File: src/rtl/core/diff_drive_odometry_assert.svh
// Assertion macros for the odometry block.
// Used by modules that carry aclk and aresetn; no other dependencies.
`ifndef DIFF_DRIVE_ODOMETRY_ASSERT_SVH
`define DIFF_DRIVE_ODOMETRY_ASSERT_SVH

// same-cycle implication
`define DDO_ASSERT_IMP(lbl, ante, cons, msg) \
    lbl: assert property (@(posedge aclk) disable iff (!aresetn) (ante) |-> (cons)) \
        else $error(msg);

// next-cycle implication
`define DDO_ASSERT_NXT(lbl, ante, cons, msg) \
    lbl: assert property (@(posedge aclk) disable iff (!aresetn) (ante) |=> (cons)) \
        else $error(msg);

`endif

File: src/rtl/core/ddo_pkg.sv
// Shared types and constants for the differential drive odometry block.
// No dependencies.
package ddo_pkg;

    localparam int MUL_W = 64;

    // register indexes
    localparam logic [1:0] REG_MPT  = 2'd0;
    localparam logic [1:0] REG_IWS  = 2'd1;
    localparam logic [1:0] REG_GAIN = 2'd2;

    localparam logic [31:0] MPT_RST  = 32'd4998100;
    localparam logic [23:0] IWS_RST  = 24'd219588;
    localparam logic [17:0] GAIN_RST = 18'd65536;

    // multiply sequence
    localparam logic [3:0] OP_DSUM = 4'd0;
    localparam logic [3:0] OP_P1   = 4'd1;
    localparam logic [3:0] OP_K    = 4'd2;
    localparam logic [3:0] OP_TURN = 4'd3;
    localparam logic [3:0] OP_HEAD = 4'd4;
    localparam logic [3:0] OP_LSPD = 4'd5;
    localparam logic [3:0] OP_ASPD = 4'd6;
    localparam logic [3:0] OP_XINC = 4'd7;
    localparam logic [3:0] OP_YINC = 4'd8;
    localparam logic [3:0] OP_LAST = OP_YINC;

    localparam logic [29:0] INV_TWO_PI = 30'd683565276;
    localparam logic [19:0] MEGA       = 20'd1000000;
    localparam logic [31:0] CORDIC_X0  = 32'd652032874;

    localparam logic [29:0] ATAN_TAB [32] = '{
        30'h20000000, 30'h12E4051E, 30'h09FB385B, 30'h051111D4, 30'h028B0D43,
        30'h0145D7E1, 30'h00A2F61E, 30'h00517C55, 30'h0028BE53, 30'h00145F2F,
        30'h000A2F98, 30'h000517CC, 30'h00028BE6, 30'h000145F3, 30'h0000A2FA,
        30'h0000517D, 30'h000028BE, 30'h0000145F, 30'h00000A30, 30'h00000518,
        30'h0000028C, 30'h00000146, 30'h000000A3, 30'h00000051, 30'h00000029,
        30'h00000014, 30'h0000000A, 30'h00000005, 30'h00000003, 30'h00000001,
        30'h00000001, 30'h00000000
    };

    typedef struct packed {
        logic       load;
        logic       prep;
        logic       mul_go;
        logic [3:0] op;
        logic       div_go;
        logic       commit;
    } ddo_cmd_t;

    typedef struct packed {
        logic mul_done;
        logic cordic_done;
        logic div_done;
    } ddo_sts_t;

endpackage

File: src/rtl/core/ddo_ctrl.sv
// Sequencer for the odometry datapath: input word, multiply chain, divide, result.
// Depends on ddo_pkg and diff_drive_odometry_assert.svh.
`include "diff_drive_odometry_assert.svh"
module ddo_ctrl import ddo_pkg::*; (
    input  logic     aclk,
    input  logic     aresetn,
    input  logic     s_tvalid,
    output logic     s_tready,
    output logic     m_tvalid,
    input  logic     m_tready,
    output ddo_cmd_t cmd,
    input  ddo_sts_t sts
);
    localparam logic [2:0] ST_IDLE  = 3'd0;
    localparam logic [2:0] ST_PREP  = 3'd1;
    localparam logic [2:0] ST_ISSUE = 3'd2;
    localparam logic [2:0] ST_WAIT  = 3'd3;
    localparam logic [2:0] ST_DIV   = 3'd4;
    localparam logic [2:0] ST_DIVW  = 3'd5;
    localparam logic [2:0] ST_DONE  = 3'd6;

    logic [2:0] state_reg, state_next;
    logic [3:0] op_reg, op_next;
    logic       ovld_reg, ovld_next;
    logic       need_cordic;

    assign need_cordic = (op_reg == OP_XINC) || (op_reg == OP_YINC);
    assign s_tready    = (state_reg == ST_IDLE);
    assign m_tvalid    = ovld_reg;

    always_comb begin
        state_next = state_reg;
        op_next    = op_reg;
        cmd        = '0;
        cmd.op     = op_reg;
        cmd.load   = s_tvalid && (state_reg == ST_IDLE);
        unique case (state_reg)
            ST_IDLE:  if (s_tvalid) state_next = ST_PREP;
            ST_PREP: begin
                cmd.prep   = 1'b1;
                op_next    = OP_DSUM;
                state_next = ST_ISSUE;
            end
            ST_ISSUE: begin
                if (!need_cordic || sts.cordic_done) begin
                    cmd.mul_go = 1'b1;
                    state_next = ST_WAIT;
                end
            end
            ST_WAIT: begin
                if (sts.mul_done) begin
                    if (op_reg == OP_LAST) begin
                        state_next = ST_DIV;
                    end else begin
                        op_next    = op_reg + 4'd1;
                        state_next = ST_ISSUE;
                    end
                end
            end
            ST_DIV: begin
                cmd.div_go = 1'b1;
                state_next = ST_DIVW;
            end
            ST_DIVW:  if (sts.div_done) state_next = ST_DONE;
            ST_DONE: begin
                if (!ovld_reg || m_tready) begin
                    cmd.commit = 1'b1;
                    state_next = ST_IDLE;
                end
            end
            default:  state_next = ST_IDLE;
        endcase
        ovld_next = cmd.commit ? 1'b1 : (m_tready ? 1'b0 : ovld_reg);
    end

    always_ff @(posedge aclk) begin
        if (!aresetn) begin
            state_reg <= ST_IDLE;
            op_reg    <= OP_DSUM;
            ovld_reg  <= 1'b0;
        end else begin
            state_reg <= state_next;
            op_reg    <= op_next;
            ovld_reg  <= ovld_next;
        end
    end

    `DDO_ASSERT_NXT(a_accept_prep, s_tvalid && s_tready, state_reg == ST_PREP, "accept without prep")
    `DDO_ASSERT_NXT(a_mul_pulse, sts.mul_done, !sts.mul_done, "multiply done not a pulse")
    `DDO_ASSERT_IMP(a_commit_free, cmd.commit, !m_tvalid || m_tready, "result overwritten")
    `DDO_ASSERT_IMP(a_go_idle, cmd.mul_go || cmd.div_go, state_reg != ST_IDLE, "unit started idle")

endmodule

File: config.mk
export PLATFORM = sky130hd
export DESIGN_NAME = ddo_ctrl
export DESIGN_NICKNAME = d
export VERILOG_FILES = /design/src/rtl/core/ddo_pkg.sv /design/src/rtl/core/ddo_ctrl.sv
export VERILOG_INCLUDE_DIRS = /design/src /design/src/rtl/core
export SDC_FILE = /design/constraint.sdc
export NUM_CORES = 1
export LEC_CHECK = 0
export BUFFER_PORTS_ARGS = -buffer_cell sky130_fd_sc_hd__clkbuf_2
export CAP_MARGIN = 20
export CORE_MARGIN = 10
export CORE_UTILIZATION = 40
export DETAILED_ROUTE_END_ITERATION = 8
export PLACE_DENSITY = 0.66
export RECOVER_POWER = 50
export SYNTH_ARGS = -nofsm -noshare
export SYNTH_HDL_FRONTEND = slang
export SYNTH_SLANG_ARGS = --single-unit
File: constraint.sdc
create_clock -name aclk -period 1.5 [get_ports aclk]
set_input_delay 0.15 -clock aclk [delete_from_list [all_inputs] [get_ports aclk]]
set_output_delay 0.15 -clock aclk [all_outputs]
set_load 0.03 [all_outputs]
# Word level (Yosys, flattened, before mapping)
# Cells that the tools add are included.
[totals] ff_bits=8 elab_cells=47 out_inout_bits=11 inputBits=7
[op_classes] addsub=1 reduce_logical=11 eq_ne=14 mux=18
[op_table] op="3-bit case mux with 7 select lines" count=1
[op_table] op="3-bit 2-to-1 mux" count=6
[op_table] op="2-bit != test, second input constant" count=6
[op_table] op="3-bit == test, second input constant" count=3
[op_table] op="1-bit 2-to-1 mux" count=8
[op_table] op="4-bit 2-to-1 mux" count=2
[op_table] op="4-bit case mux with 2 select lines" count=1
[op_table] op="3-bit by 2-bit == test with 1-bit output, second input constant" count=2
[op_table] op="5-bit AND reduction" count=1
[op_table] op="4-bit by 1-bit adder with 4-bit output, second input constant" count=1
[op_table] op="4-bit by 3-bit == test with 1-bit output, second input constant" count=1
[op_table] op="4-bit == test, second input constant" count=1
[op_table] op="2-bit nonzero test" count=2
[op_table] op="3-bit by 1-bit == test with 1-bit output, second input constant" count=1
[op_table] op="3-bit zero test" count=1
[op_table] op="1-bit logical OR" count=3
[op_table] op="3-bit AND reduction" count=1
[op_table] op="1-bit zero test" count=2
[op_table] op="1-bit logical AND" count=1

# Depth between registers and ports, before layout
[logic_depth] word_depth=6 depth_mapped=5 mapped_depth_nobuf=5

# Worst setup path before layout
# Ideal clock, no wire load.
[synth_path] path_kind="flip-flop to output port" start="register op_reg[0]" end="output port cmd[6] (netlist name)" required_time_ns=1.350 n_path_buf=0 path_stages_with_launch=6 setup_slack_ns=-0.408 arrival_ns=1.758 path_cell_list="dfxtp_1 inv_1 ha_1 nand3b_1 a21oi_1 nor3_1"
[synth_lines] item="start, declared" line="ddo_ctrl.sv:23" text="logic [3:0] op_reg, op_next;"
[synth_lines] item="start signal, assigned" line="ddo_ctrl.sv:83" text="op_reg <= op_next;"
[synth_lines] item="end, declared" line="ddo_ctrl.sv:11" text="output ddo_cmd_t cmd,"

==> results.md <==
- Worst Path Required: 1350 ps
- P&R area growth vs syn: 42.0%
- Fin util: 59.3%
- Core area: 1280 µm²
- Setup CP Type: flip-flop to primary output
- Min-delay src: aresetn
- Dominant cells by area after synthesis: dfxtp_1, ha_1, nand3b_1, nor3_1, and2_1
- Die W: 56.6 µm
- IO Count: 18
- Minimum clock period: 1520 ps
- Via/cell ratio: 5.37
- Final worst slack: -20.7 ps
- Status: complete, but fails checks
- Net Count, Synth: 76
- Design area: 762 µm²
- Slew @ Worst Pin: 385 ps
- FF-to-FF End: op_reg[0]
- Slew HR: 74.4%
- DRC: 0
- Clock latency at the later pin of the worst-skew pair: 260 ps
- Ant diodes: 0
- Top-area cell type share of the netlist area: 29.8%
- Layout cells sized above 1: 46.2%
- First-pass iteration count of the detailed router: 5
- GRT overflow: 0
- Die H: 56.6 µm
- RSZ-0062 raised after global routing: yes
- Reg2reg setup slack: 140 ps
- Yosys warns: 0
- Worst hold path class: input pin to flip-flop
- Starting Density: 41.8%
- CTS sink cnt: 8
- H-tree depth: 1
- Synthesized flop and latch total: 8
- Setup Total Neg Slack: -20.7 ps
- RePlAce Congestion: 0.739
- Final hold vios: 0
- Power, Total: 0.565 mW
- Register area share after synthesis: 29.8%
- Fmax: 0.658 GHz
- Area after DPL: 669 µm²
- CTS max path bufs: 2
- Number of flip-flops in the largest register: 4
- CP startpoint kind: flip-flop
- Crit path DAT: 1370 ps
- Die Area: 3210 µm²
- Post-synth ARST share: 0%
- Worst-path clk slew: 60 ps
- Reg2Reg Launch Point: op_reg[1]
- Non-Filler Instances: 106
- VDD IR max: 0.386 mV
- Cell Area, Synth: 537 µm²
- DP HPWL: 1080 µm
- DP Cell Count: 100
- CTS tree: built
- Post-Route WL: 1510 µm
- Clock root buffer: clkbuf_4
- Leak: 0.317 nW
- Ys flop type: dfxtp_1
- CP Max Fanout: 4
- PwrDens: 742 nW/µm²
- Worst-case reg-to-reg path depth: 6
- DR vias: 569
- Global-route wire length before repair: 2340 µm
- Iteration-0 DRC Markers: 10
- CTS buffer count: 3
- WHS Endpoint: state_reg[1]
- PortBufs: 17
- Final net count: 102
- Post-Synthesis Cells: 67
- Vias in the first global route: 559
- Setup Skew: 7.90 ps
- Hold Buf Count CTS: 0
- Fill cells: 111
- Avg Inst Size Synth: 8.01 µm²
- Max Cap Viol: 0
- Routed Antenna Nets: 0
- Final max-slew violation count: 0
- Crit end category: primary output
- DR WL/cell: 14.3 µm
- Fin Hold WS: 210 ps
- Rows: 13
- Initial antenna violation count: 0
- Largest net degree at the start of global routing: 10
- WHS Path Cells: 3
- Pre-CTS setup slack: 55.1 ps
- Netlist cell types: 31
- Final Cycle Share: 101%
- Number of synthesized flops with an enable pin: 0
- Failing checks: negative setup slack
- GRT Total Usage: 8.81%
- Top cell type by total area after synthesis: dfxtp_1
- Final setup fails: 1
[synthesized netlist by cell type (2+ instances only)]
cell type  count
and2_1         3
nand2_1        4
nand3b_1       3
buf_2          3
o21a_1         2
dfxtp_1        8
inv_1          5
a21oi_1        2
o32ai_1        2
nand3_1        2
nor2b_1        3
and3_1         2
nor3_1         4
or3b_2         2
nand2b_1       2
nand4_1        3
nor2_1         2
ha_1           2
[worst max path at each step]
stage | start | to | slack [ps] | depth (start not counted)
5_1_grt | op_reg[0] | cmd[6] | -130 | 6
3_5_place_dp | op_reg[1] | cmd[6] | 60 | 6
4_1_cts | op_reg[1] | cmd[6] | -30 | 6
3_3_place_gp | op_reg[1] | cmd[6] | 120 | 6
6_report | op_reg[1] | cmd[6] | -20 | 6
2_1_floorplan | op_reg[0] | cmd[6] | -170 | 5
[what timing repair did]
item	in CTS	in global routing
pin swaps	0	3
resized for setup	6	17
buffers inserted	1	2
endpoints found under the hold margin	0	0
endpoints found under the setup margin	2	5
[metal layers]
metal / up-vias / global-route usage, % / wire (µm)
met2: 15 / 14.1 / 708
met4: 0 / 3.09 / 44
met1: 256 / 9.43 / 686
li1: 292 / - / -
met5: - / 0 / 0
met3: 6 / 4.94 / 72
[cell type report]
type | instances | area [µm²] | area share, %
Multi-Input combinational cell | 49 | 365 | 47.9
Clock buffer | 3 | 22.5 | 2.96
Sequential cell | 8 | 168 | 22.0
Timing Repair Buffer | 26 | 166 | 21.8
Tap cell | 15 | 18.8 | 2.46
Inverter | 5 | 21.3 | 2.79
[cells in the final DEF (no fill, tap or decap), types with 2 or more instances in the layout]
cell type and n:
o21a_1 2, nand3b_1 3, nand3_1 2, and3_1 2, clkbuf_1 2, nor3_1 2
nor2b_1 3, and2_1 3, nand2b_1 2, clkbuf_2 10, o32ai_1 2, nand2_1 4
nand4_1 3, inv_1 3, dfxtp_1 4, nor3_2 2, buf_4 9, dfxtp_2 3
clkbuf_4 6
[logic make-up (layout without fill, tap and decap cells)]
family / Yosys count / in the layout / share of synthesized area, %
fa+ha+maj: 2 / 2 / 4.66
simple gates: 34 / 34 / 38.2
compound gates: 13 / 13 / 18.9
flops: 8 / 8 / 29.8
buf+inv: 10 / 34 / 8.39
[critical path, cell delays in order, from the launching register on]
cell and delay [ps]:
dfxtp_4 370, inv_4 40, ha_4 140, nand3b_1 130
a21oi_2 80, nor3_2 180, clkbuf_8 180
[power by group]
part           total [mW]  switching, mW  internal, mW  leakage, nW
registers           0.230         0.0111         0.219       0.0670
logic               0.161         0.0939        0.0673        0.236
clock network       0.174         0.0817        0.0921       0.0138
total               0.565          0.187         0.379        0.317
(Power assumes the default switching activity.)
